$ cat config.mk
export PLATFORM = sky130hd
export DESIGN_NAME = p2pbgra_cfg
export DESIGN_NICKNAME = d
export VERILOG_FILES = /design/src/rtl/p2pbgra_pkg.sv /design/src/rtl/p2pbgra_cfg.sv
export SDC_FILE = /design/constraint.sdc
export NUM_CORES = 1
export LEC_CHECK = 0
export BUFFER_PORTS_ARGS = -buffer_cell sky130_fd_sc_hd__buf_2
export CAP_MARGIN = 20
export CORE_AREA = 2 2 48 50
export CTS_CLUSTER_DIAMETER = 30
export CTS_CLUSTER_SIZE = 16
export DETAILED_ROUTE_END_ITERATION = 8
export DIE_AREA = 0 0 50 52
export HOLD_SLACK_MARGIN = 0.02
export MAX_ROUTING_LAYER = met4
export PLACE_DENSITY = 0.42
export SLEW_MARGIN = 20
export SYNTH_ARGS = -nofsm -noshare
export SYNTH_HDL_FRONTEND = slang
export SYNTH_SLANG_ARGS = --single-unit
$ cat constraint.sdc
create_clock -name clk -period 1.8 [get_ports clk]
set_input_delay 0 -clock clk [delete_from_list [all_inputs] [get_ports clk]]
set_output_delay 0 -clock clk [all_outputs]
set_load 0.05 [all_outputs]
$ cat src/rtl/p2pbgra_pkg.sv
// Shared types, register indexes and constants for the BGRA pixel converter.
package p2pbgra_pkg;

  localparam int PALETTE_ENTRIES_DEF = 256;

  localparam int BYTE_W  = 8;
  localparam int COLOR_W = 24;
  localparam int PIXEL_W = 32;
  localparam int POS_W   = 2;
  localparam int CFG_IDX_W  = 3;
  localparam int CFG_DATA_W = 2;

  localparam logic [BYTE_W-1:0] ALPHA_OPAQUE = 8'hff;

  // alpha_flags bit positions
  localparam int FLAG_ALPHA_SRC_BIT = 0;
  localparam int FLAG_PREMUL_BIT    = 1;

  typedef enum logic [CFG_IDX_W-1:0] {
    REG_RED_POS      = 3'd0,
    REG_GREEN_POS    = 3'd1,
    REG_BLUE_POS     = 3'd2,
    REG_ALPHA_POS    = 3'd3,
    REG_ALPHA_FLAGS  = 3'd4,
    REG_PALETTE_MODE = 3'd5
  } cfg_reg_t;

  typedef struct packed {
    logic [POS_W-1:0] red_pos;
    logic [POS_W-1:0] green_pos;
    logic [POS_W-1:0] blue_pos;
    logic [POS_W-1:0] alpha_pos;
    logic [1:0]       alpha_flags;
    logic             palette_mode;
  } cfg_t;

  localparam cfg_t CFG_RESET = '{
    red_pos:      2'd0,
    green_pos:    2'd1,
    blue_pos:     2'd2,
    alpha_pos:    2'd3,
    alpha_flags:  2'd0,
    palette_mode: 1'b0
  };

endpackage

$ cat src/rtl/p2pbgra_cfg.sv
// Configuration register file of the BGRA pixel converter.
module p2pbgra_cfg (
  input  logic                                 clk,
  input  logic                                 rst_n,
  input  logic                                 wr_en,
  input  logic [p2pbgra_pkg::CFG_IDX_W-1:0]    wr_index,
  input  logic [p2pbgra_pkg::CFG_DATA_W-1:0]   wr_data,
  output p2pbgra_pkg::cfg_t                    cfg
);
  import p2pbgra_pkg::*;

  cfg_t cfg_r;
  cfg_t cfg_nxt;

  always_comb begin
    cfg_nxt = cfg_r;
    if (wr_en) begin
      case (wr_index)
        REG_RED_POS:      cfg_nxt.red_pos      = wr_data;
        REG_GREEN_POS:    cfg_nxt.green_pos    = wr_data;
        REG_BLUE_POS:     cfg_nxt.blue_pos     = wr_data;
        REG_ALPHA_POS:    cfg_nxt.alpha_pos    = wr_data;
        REG_ALPHA_FLAGS:  cfg_nxt.alpha_flags  = wr_data;
        REG_PALETTE_MODE: cfg_nxt.palette_mode = wr_data[0];
        default:          cfg_nxt = cfg_r;
      endcase
    end
  end

  always_ff @(posedge clk) begin
    if (!rst_n) begin
      cfg_r <= CFG_RESET;
    end else begin
      cfg_r <= cfg_nxt;
    end
  end

  assign cfg = cfg_r;

endmodule

# Word-level counts from Yosys, hierarchy flattened
# Index checks and enable logic that the tools add are counted.
dict set report op_classes {
  div_mod_pow 0
  bitwise_logic 0
  multipliers 0
  eq_ne 5
  n_reduce_logical 7
  magnitude_cmp 0
  shift 0
  n_mux 0
  addsub 0
}
# operator n
set ops {}
lappend ops {{2-bit AND reduction} 6}
lappend ops {{3-bit by 2-bit == test with 1-bit output, second input constant} 2}
lappend ops {{3-bit == test, second input constant} 2}
lappend ops {{3-bit by 1-bit == test with 1-bit output, second input constant} 1}
lappend ops {{3-bit logical NOT} 1}
dict set report word_totals {
  in_bits 8
  word_cells 18
  out_inout_bits 11
  ff_bits 11
  latchBits 0
  memories 0
  ram_bits 0
  romBits 0
}

# Longest topological paths before layout
dict set report depth {
  ltp_word 2
  ltp_mapped 3
}

# Worst setup path before layout
# Ideal clock, no wire load.
dict set report synth_path {
  kind {register to register}
  startpoint {register, netlist name cfg[0]}
  endpoint {register cfg_r (netlist bit cfg[0])}
  arrival_time_ps 813
  setup_time_ps 72
  path_slack_ps 915
  path_stages_with_launch 3
  synth_period_minus_slack_ps 885
  t_required_ps 1728
  cell_sequence {dfxtp_1 > nand2_1 > mux2i_1}
}
# item line
set synth_lines {}
lappend synth_lines {{end signal: assignment} p2pbgra_cfg.sv:34} ;# cfg_r <= cfg_nxt;
lappend synth_lines {{end: declaration} p2pbgra_cfg.sv:12} ;# cfg_t cfg_r;

# Final worst setup path
dict set report layout_path {
  startpoint {register cfg_r (netlist bit cfg[1])}
  endpoint {output cfg[1] (netlist name)}
}
# item line
set layout_lines {}
lappend layout_lines {{end: declaration} p2pbgra_cfg.sv:8} ;# output p2pbgra_pkg::cfg_t cfg
# No word-level cell between the ends.

==> out/qor.txt <==
LAYOUT
-----------------------------------------------------------------------------------------------
Non-filler instance count after layout                                                       95
Fin nets                                                                                     76
Util after Layout                                                                         31.0%
Antenna diode count                                                                           0
Growth of design area from synthesis to finish                                            34.5%
Fraction of final layout cells sized beyond drive strength 1                              34.3%
Area occupied by multi-input gates                                                      260 um2
Flip-flop count of the largest register after layout                                         11
Area occupied by registers                                                              220 um2
Fill cell count                                                                             233

GRT
-----------------------------------------------------------------------------------------------
Largest net degree at the start of global routing                                            16
Global-route wire length before repair                                                  1560 um
Via count of the first global-routing pass                                                  350
Global-route congestion overflow total                                                        0
Antenna violations before repair                                                              0
Total global-route track usage                                                            8.60%

CLOCK TREE
-----------------------------------------------------------------------------------------------
CTS-repair resized insts                                                                      0
H-tree depth reported by CTS                                                                  1
Clock tree from TritonCTS                                                                  done
Clk_lat worst skew                                                                      0.27 ns
CTS Buf Count                                                                                 3
CTS root buf                                                                           clkbuf_4
CTS Buffer Depth                                                                              2
Total setup buffers inserted after CTS                                                        0
CTS Sinks                                                                                    11
Clock input transition at the sequential cells of the worst setup and hold paths        0.08 ns
CTS hold repair buffers                                                                       2

YOSYS
-----------------------------------------------------------------------------------------------
Syn Area/Cell                                                                          11.0 um2
Fraction of synthesized area in multiplexers                                              22.7%
Simple-gate area share of the yosys netlist                                               30.9%
Register bit total from synthesis                                                            11
Number of nets in the synthesized netlist                                                    52
Number of unique standard cell types used by synthesis                                        8
Fraction of the mapped netlist area in compound gates                                        0%
Number of instances in the synthesized netlist                                               44
Yosys warns                                                                                   0
Xor/xnor share of the synthesized area                                                       0%
Sequential cell area fraction in the yosys report                                         45.4%
Adder-cell share of the synthesized area                                                     0%
Combinational family with the most area after synthesis                            simple AND/OR/NAND/NOR gates
Post-Syn Area                                                                           485 um2

FLOORPLAN
-----------------------------------------------------------------------------------------------
Die Width                                                                                 50 um
Total number of placement rows                                                               17
Starting density of the core                                                              23.1%
IO Count                                                                                     19
Total core area                                                                        2110 um2
Die outline height                                                                        52 um
Die area                                                                               2600 um2

PWR
-----------------------------------------------------------------------------------------------
Pwr Density                                                                          749 nW/um2
IR Drop Worst-Case VDD                                                                 0.401 mV
Leakage power figure                                                                   0.285 nW

CRITICAL PATH
-----------------------------------------------------------------------------------------------
Largest stage delay on the critical path                                                0.34 ns
Critical path's slowest cell                                                            dfxtp_1
Critical Setup Path Class                                                               reg2out
Kind of start point of the critical path                                               register
Top cell family by delay on the critical path                                        flip-flops
CP Max Fanout                                                                                 2
Critical path, cell by cell                                                               buf_2
Buffers & Inverters on Critical Path                                                          1
Arrival time of the worst setup path                                                    0.88 ns
CP required                                                                             1.80 ns
Worst setup EP type                                                                 output port

ROUTING
-----------------------------------------------------------------------------------------------
Count of antenna-violating nets left after detailed routing                                   0
Via Count                                                                                   387
Pre-antenna DRT Iters                                                                         1
Average routed wire per standard cell                                                   10.4 um
Violation count after the first detailed-route iteration                                      0
Drc violations                                                                                0
Via density                                                                                4.07
Final wirelength                                                                         986 um

STA
-----------------------------------------------------------------------------------------------
Clock skew after layout                                                                    0 ns
Worst slew pin tran                                                                    0.276 ns
Final setup violation count                                                                   0
Max-Slew Margin vs Limit                                                                  81.5%
Minimum setup slack in the final design                                                0.916 ns
Final hold violation count                                                                    0
Final Max Tran Viols                                                                          0
Minimum clock period                                                                   0.884 ns
Setup repair after global routing missed its margin                                       false
Worst slack on hold paths                                                             0.0802 ns
Post-Route Setup TNS                                                                       0 ns
Highest attainable clock frequency                                                     1130 MHz
Final period utilization                                                                  49.1%

PLACEMENT
-----------------------------------------------------------------------------------------------
Number of placed instances with taps included                                                89
Half-perimeter wire length of the detailed placement result                              743 um
Pre-CTS worst setup slack                                                               1.01 ns
Number of port buffers                                                                       18
Routability congestion estimate from global placement                                     0.653

JOB
-----------------------------------------------------------------------------------------------
Maxcap violations                                                                             0

RUN STATUS
-----------------------------------------------------------------------------------------------
Status                                                                             finished clean

MIN PATH
-----------------------------------------------------------------------------------------------
Kind of path behind the tightest hold check                                              in2reg

==> kinds of logic (layout without fill, tap and decap cells) <==
| family | Yosys count | after routing |
|---|---|---|
| buffers and inverters | 1 | 24 |
| multiplexers | 11 | 11 |
| AND/OR/NAND/NOR | 21 | 21 |
| flip-flops | 11 | 11 |
==> power breakdown <==
| part | leakage, nW | internal (W) | total, W | switching [W] |
|---|---|---|---|---|
| clock network | 0.0177 | 0.0000823 | 0.000170 | 0.0000882 |
| logic | 0.179 | 0.0000251 | 0.0000678 | 0.0000427 |
| registers | 0.0892 | 0.000249 | 0.000251 | 0.00000238 |
| total | 0.285 | 0.000356 | 0.000489 | 0.000133 |
==> final timing paths <==
path / to / slack, ns / cells past startpoint / from
max: cfg[1] / 0.92 / 1 / cfg[1]
min: cfg[9] / 0.08 / 3 / wr_index[2]
max reg2reg: cfg[7] / 1.20 / 2 / cfg[7]
min reg2reg: cfg[9] / 0.46 / 2 / cfg[9]
==> metrics by stage <==
step | total power, W | instance area (um2)
5_1_grt | 0.000510 | 653
4_1_cts | 0.000498 | 653
3_3_place_gp | 0.000322 | 606
2_1_floorplan | 0.000298 | 485
6_report | 0.000489 | 653
3_5_place_dp | 0.000322 | 606
==> cells in the mapped netlist, drive strengths merged <==
cell    count  area, um2
and4bb      3       37.5
buf         1       5.00
dfxtp      11        220
mux2i      11        110
nand2       9       33.8
nand4b      2       17.5
nor2b       6       37.5
nor4b       1       23.8
==> layer usage <==
layer	part of all wire, %	track usage [%]	vias up
li1	-	-	202
met1	47	9.95	171
met2	44	11.6	14
met3	9.6	6.90	0
met4	0	1.39	0
met5	0	-	-
==> cell usage in the layout (no fill, tap or decap) <==
cell           synthesis  routed
mux2i_1               11      11
dfxtp_1               11      11
nand4b_1               2       2
dlygate4sd3_1          0       2
nor2b_1                6       6
nor4b_4                1       1
nand2_1                9       9
buf_2                  1      18
clkbuf_4               0       3
clkinv_2               0       1
and4bb_1               3       3
==> area by class of cell <==
type,count,area share [%]
multi-input cells,32,39.8
well taps,28,5.36
clock buffers,3,3.45
repair buffers,20,16.9
flip-flops and latches,11,33.7
clock inverters,1,0.766
No activity file was read; power rests on OpenSTA's default activity.
