`src/rtl/p2pbgra_pkg.sv`:
```
// Shared types, register indexes and constants for the BGRA pixel converter.
package p2pbgra_pkg;

  localparam int PALETTE_ENTRIES_DEF = 256;

  localparam int BYTE_W  = 8;
  localparam int COLOR_W = 24;
  localparam int PIXEL_W = 32;
  localparam int POS_W   = 2;
  localparam int CFG_IDX_W  = 3;
  localparam int CFG_DATA_W = 2;

  localparam logic [BYTE_W-1:0] ALPHA_OPAQUE = 8'hff;

  // alpha_flags bit positions
  localparam int FLAG_ALPHA_SRC_BIT = 0;
  localparam int FLAG_PREMUL_BIT    = 1;

  typedef enum logic [CFG_IDX_W-1:0] {
    REG_RED_POS      = 3'd0,
    REG_GREEN_POS    = 3'd1,
    REG_BLUE_POS     = 3'd2,
    REG_ALPHA_POS    = 3'd3,
    REG_ALPHA_FLAGS  = 3'd4,
    REG_PALETTE_MODE = 3'd5
  } cfg_reg_t;

  typedef struct packed {
    logic [POS_W-1:0] red_pos;
    logic [POS_W-1:0] green_pos;
    logic [POS_W-1:0] blue_pos;
    logic [POS_W-1:0] alpha_pos;
    logic [1:0]       alpha_flags;
    logic             palette_mode;
  } cfg_t;

  localparam cfg_t CFG_RESET = '{
    red_pos:      2'd0,
    green_pos:    2'd1,
    blue_pos:     2'd2,
    alpha_pos:    2'd3,
    alpha_flags:  2'd0,
    palette_mode: 1'b0
  };

endpackage

```
`src/rtl/p2pbgra_convert.sv`:
```
// Channel pick, alpha select and premultiply for one registered pixel.
module p2pbgra_convert (
  input  p2pbgra_pkg::cfg_t                    cfg,
  input  logic [p2pbgra_pkg::PIXEL_W-1:0]      pixel,
  input  logic [p2pbgra_pkg::COLOR_W-1:0]      pal_color,
  input  logic                                 pal_hit,
  output logic [p2pbgra_pkg::BYTE_W-1:0]       blue,
  output logic [p2pbgra_pkg::BYTE_W-1:0]       green,
  output logic [p2pbgra_pkg::BYTE_W-1:0]       red,
  output logic [p2pbgra_pkg::BYTE_W-1:0]       alpha
);
  import p2pbgra_pkg::*;

  function automatic logic [BYTE_W-1:0] pick(input logic [PIXEL_W-1:0] word,
                                             input logic [POS_W-1:0]   pos);
    return word[pos*BYTE_W +: BYTE_W];
  endfunction

  // c*a/255 for 8-bit operands: exact as (p + (p >> 8) + 1) >> 8
  function automatic logic [BYTE_W-1:0] premul(input logic [BYTE_W-1:0] c,
                                               input logic [BYTE_W-1:0] a);
    logic [2*BYTE_W-1:0] prod;
    logic [2*BYTE_W:0]   sum;
    prod = {{BYTE_W{1'b0}}, c} * {{BYTE_W{1'b0}}, a};
    sum  = {1'b0, prod} + {{(BYTE_W+1){1'b0}}, prod[2*BYTE_W-1:BYTE_W]} +
           (2*BYTE_W+1)'(1);
    return sum[2*BYTE_W-1:BYTE_W];
  endfunction

  logic [BYTE_W-1:0] r_pick, g_pick, b_pick, a_pick;

  always_comb begin
    r_pick = pick(pixel, cfg.red_pos);
    g_pick = pick(pixel, cfg.green_pos);
    b_pick = pick(pixel, cfg.blue_pos);
    a_pick = cfg.alpha_flags[FLAG_ALPHA_SRC_BIT] ? pick(pixel, cfg.alpha_pos)
                                                  : ALPHA_OPAQUE;
    if (cfg.palette_mode) begin
      red   = pal_hit ? pal_color[BYTE_W-1:0]          : '0;
      green = pal_hit ? pal_color[2*BYTE_W-1:BYTE_W]   : '0;
      blue  = pal_hit ? pal_color[3*BYTE_W-1:2*BYTE_W] : '0;
      alpha = ALPHA_OPAQUE;
    end else if (cfg.alpha_flags[FLAG_PREMUL_BIT]) begin
      red   = premul(r_pick, a_pick);
      green = premul(g_pick, a_pick);
      blue  = premul(b_pick, a_pick);
      alpha = a_pick;
    end else begin
      red   = r_pick;
      green = g_pick;
      blue  = b_pick;
      alpha = a_pick;
    end
  end

endmodule

```
`config.mk`:
```
export PLATFORM = sky130hd
export DESIGN_NAME = p2pbgra_convert
export DESIGN_NICKNAME = d
export VERILOG_FILES = /design/src/rtl/p2pbgra_pkg.sv /design/src/rtl/p2pbgra_convert.sv
export SDC_FILE = /design/constraint.sdc
export NUM_CORES = 1
export LEC_CHECK = 0
export ABC_AREA = 1
export BUFFER_PORTS_ARGS = -buffer_cell sky130_fd_sc_hd__buf_2
export CELL_PAD_IN_SITES_DETAIL_PLACEMENT = 2
export CELL_PAD_IN_SITES_GLOBAL_PLACEMENT = 2
export CORE_MARGIN = 2
export CORE_UTILIZATION = 34
export DETAILED_ROUTE_END_ITERATION = 8
export GPL_ROUTABILITY_DRIVEN = 0
export PLACE_DENSITY_LB_ADDON = 0.1
export SLEW_MARGIN = 25
export SYNTH_ARGS = -nofsm -noshare
export SYNTH_HDL_FRONTEND = slang
export SYNTH_SLANG_ARGS = --single-unit
```
`constraint.sdc`:
```
create_clock -name vclk -period 6.32
set_clock_uncertainty 0.1 [all_clocks]
set_input_delay 0 -clock vclk [all_inputs]
set_output_delay 0 -clock vclk [all_outputs]
set_load 0.01 [all_outputs]
```
# Word-level counts from Yosys, hierarchy flattened
# Index checks and enable logic that the tools add are counted.
# op_classes
addsub	6
n_mul	3
shifts	4
n_mux	11
# op_table
operator	count
$shiftx A32 B6 Y8	4
$mux W8	11
$add A16 B1 Y16 const B	3
$add A16 B8 Y16	3
$mul A8 B8 Y16	3
# word_totals
reg_bits	0
out_inout_bits	32
word_cells	24

# Depth between registers and ports, before layout
# logic_depth
word_depth	7
ltp_mapped	41

# Worst setup path before layout
# Ideal clock, no wire load.
# synth_timing
path_type	input-to-output
startpoint	input cfg[5] (netlist name)
endpoint	output blue[0] (netlist name)
arrival_ns	5.506
required_ns	6.220
setup_slack_ns	0.714
stages	35
path_buffers	2
cell_sequence	buf_2 -> inv_1 -> clkbuf_1 -> a21oi_1 -> a22oi_1 -> or2_2 -> fa_1 -> fa_1 -> inv_1 -> fa_1 -> inv_1 -> fa_1 -> inv_1 -> ha_1 -> nand2_1 -> clkinv_1 -> nand2_1 -> nand2_1 -> nand2_1 -> nand3_1 -> nand2_1 -> a21oi_1 -> nor2_1 -> nand2_1 -> nand2_1 -> inv_1 -> ha_1 -> a21oi_1 -> inv_1 -> nor2_1 -> nand2_1 -> nand2_1 -> nor2_1 -> o21ai_0 -> nand2_1
# synth_via
elab_chain_cells	6
# synth_rtl
item	line_no	source
start, declared	p2pbgra_convert.sv:3	input p2pbgra_pkg::cfg_t cfg,
$shiftx A32 B6 Y8 (*)	p2pbgra_convert.sv:16	return word[pos*BYTE_W +: BYTE_W];
$mul A8 B8 Y16	p2pbgra_convert.sv:24	prod = {{BYTE_W{1'b0}}, c} * {{BYTE_W{1'b0}}, a};
$add A16 B8 Y16	p2pbgra_convert.sv:25	sum = {1'b0, prod} + {{(BYTE_W+1){1'b0}}, prod[2*BYTE_W-1:BYTE_W]} +
$add A16 B1 Y16	p2pbgra_convert.sv:25	
$mux W8 (*)	p2pbgra_convert.sv:43	end else if (cfg.alpha_flags[FLAG_PREMUL_BIT]) begin
$mux W8 (*)	p2pbgra_convert.sv:38	if (cfg.palette_mode) begin
end, declared	p2pbgra_convert.sv:7	output logic [p2pbgra_pkg::BYTE_W-1:0] blue,
# Mark *: on every way between the ends. The rest lies on a longest branch, timed or not.

# Worst setup path in the final report
# layout_timing
startpoint	input cfg[6] (netlist name)
endpoint	output blue[7] (netlist name)
# Same word-level chain as after synthesis.

==> results.sh <==
export IMPL_area_delta_synth_final_pct=22.84
export IMPL_coreArea_um2=27780
export IMPL_antenna_found_initial=0
export IMPL_final_hold_violation_count=0
export IMPL_synth_cell_type_count=44
export IMPL_dp_slack_ns=-0.09466
export IMPL_globalRouteOverflowTotal=0
export IMPL_n_clock_buffer=0
export IMPL_cpPeakStageDelay_ns=0.50
export IMPL_grt_busiest_layer="met2"
export IMPL_synthAdderAreaFrac_pct=39.32
export IMPL_hold_buffers=0
export IMPL_drive_above_1_share_pct=20.19
export IMPL_drtIter0Drc=367
export IMPL_die_area_um2=29600
export IMPL_grtUsageMet3_pct=1.602
export IMPL_setup_viol=0
export IMPL_postSynthAreaPerCell_um2=6.097
export IMPL_vias=11030
export IMPL_tightest_slew_ns=0.9605
export IMPL_hold_class="primary input to output port"
export IMPL_finalWorstSetupSlack_ns=0.2513
export IMPL_post_route_min_period_ns=6.069
export IMPL_synth_top_family_by_area="adder cells"
export IMPL_outcome="finished clean"
export IMPL_syn_inst=1575
export IMPL_layoutNonFillerInstCount=2131
export IMPL_grt_use_total_pct=27.41
export IMPL_final_seq_area_um2=0
export IMPL_post_dp_cell_area_um2=11160
export IMPL_final_area_um2=11800
export IMPL_dp_cells=2108
export IMPL_drc=0
export IMPL_grt_max_degree=27
export IMPL_grt_use_met2_pct=53.22
export IMPL_grt_use_met1_pct=32.49
export IMPL_seq_cells=0
export IMPL_first_pass_iters=5
export IMPL_max_freq_ghz=0.1648
export IMPL_crit_top_cell="nand2_1"
export IMPL_worstSetupPathType="primary input to output port"
export IMPL_start_util_pct=34.57
export IMPL_synth_area_leader_cell="fa_1"
export IMPL_synth_nets=1880
export IMPL_ys_seq_area_share_pct=0
export IMPL_worstSetupStartpointType="primary input"
export IMPL_yosys_warnings=0
export IMPL_synth_xor_area_share_pct=2.515
export IMPL_cp_arrival_ns=5.97
export IMPL_post_drt_wl_per_cell_um=19.49
export IMPL_nets=2060
export IMPL_worstPathRequired_ns=6.22
export IMPL_period_share_pct=96.02
export IMPL_dpl_hpwl_um=34750
export IMPL_yosys_top_cells_area="fa_1 (23%), ha_1 (17%), nand2_1 (16%)"
export IMPL_synth_compound_area_share_pct=10.05
export IMPL_critical_path_slowest_cell="fa_1"
export IMPL_worst_setup_path_end_kind="output port"
export IMPL_max_slew_margin_rel_pct=35.90
export IMPL_cap_violations=0
export IMPL_die_y_um=172.1
export IMPL_yosys_area_share_simple_pct=34.51
export IMPL_routed_wl_um=41530
export IMPL_drv_slew=0
export IMPL_worstPathMaxFanout=7
export IMPL_numPortBuffers=100
export IMPL_num_antenna_cells=0
export IMPL_avgViaCountPerCell=5.176
export IMPL_grt_pass1_wl_um=63990
export IMPL_netlist_area_leader_share_pct=22.51
export IMPL_die_x_um=172.1
export IMPL_fp_row_count=61
export IMPL_final_antenna_net_count=0
export IMPL_hold_slack_ns=0.1818
export IMPL_io_pins=100
export IMPL_synth_mux_area_share_pct=0
export IMPL_syn_area_um2=9603
export IMPL_grt_pass1_vias=12310
path summary, 6_finish.rpt:
| kind | start | cells after the start | slack [ns] | to |
|---|---|---|---|---|
| setup / recovery | cfg[6] | 37 | 0.25 | blue[7] |
| hold / removal | pal_color[15] | 4 | 0.18 | green[7] |
final cells by class:
type                       count  area (um2)
multi-input combinational   1230        8675
timing repair buffer         217        1475
timing repair inverter         1       5.005
tap                          378       473.0
fill                        3519       15990
inverter                     305        1169
worst max-delay path: cells and delay by family:
kind	cells	cell delay, ns
buffers and inverters	10	1.16
AND/OR/NAND/NOR	19	1.85
adder cells (fa/ha/maj)	6	2.52
AO/OA/AOI/OAI	2	0.44
synthesized netlist by cell type, drive strengths merged, types with 2 or more instances:
| library cell | number |
|---|---|
| a211oi | 2 |
| a21oi | 107 |
| a22oi | 16 |
| a32oi | 5 |
| buf | 12 |
| clkbuf | 28 |
| clkinv | 4 |
| fa | 108 |
| ha | 129 |
| inv | 301 |
| nand2 | 414 |
| nand3 | 102 |
| nand3b | 4 |
| nand4 | 20 |
| nor2 | 234 |
| nor3 | 4 |
| o211ai | 4 |
| o21a | 2 |
| o21ai | 27 |
| o21bai | 4 |
| or2 | 20 |
| xnor2 | 9 |
| xor2 | 13 |
stage by stage:
| step | TNS (ns) | util (%) |
|---|---|---|
| 5_1_grt | -0.8951 | 42.46 |
| 4_1_cts | -0.003183 | 40.55 |
| 2_1_floorplan | 0 | - |
| 6_report | 0 | 42.46 |
| 3_3_place_gp | 0 | 40.16 |
| 3_5_place_dp | -0.4158 | 40.16 |
layout by cell type, fill, tap and decap left out, drive strengths merged, types with 5 or more instances in the layout:
master,Yosys,final
inv,301,296
a32oi,5,5
fa,108,108
nand4,20,20
xor2,13,13
buf,12,216
clkinvlp,0,6
nor2,234,234
nand3,102,102
a22oi,16,16
xnor2,9,9
nand2,414,414
or2,20,20
o21ai,27,27
a21oi,107,107
ha,129,129
repair_timing:
item,in CTS,in global routing
gates cloned,0,2
resized for setup,12,101
setup endpoints to repair,14,24
setup buffers,7,14
pin swaps,0,24
routing by layer:
| layer | share of wire (%) | wire [um] | up-vias |
|---|---|---|---|
| met5 | 0 | 0 | - |
| met4 | 2.6 | 1085 | 0 |
| met3 | 2.3 | 974 | 69 |
| met2 | 53 | 22010 | 175 |
| met1 | 42 | 17460 | 5543 |
| li1 | - | - | 5243 |
logic make-up after synthesis:
kind of cell,after synthesis
adders and majority gates,237
buffers and inverters,345
AOI/OAI and AO/OA,170
and+or+nand+nor,801
xor gates and xnor gates,22
Power is not shown: default switching activity piles up to over one toggle a cycle in this logic, so the estimate is an artifact.
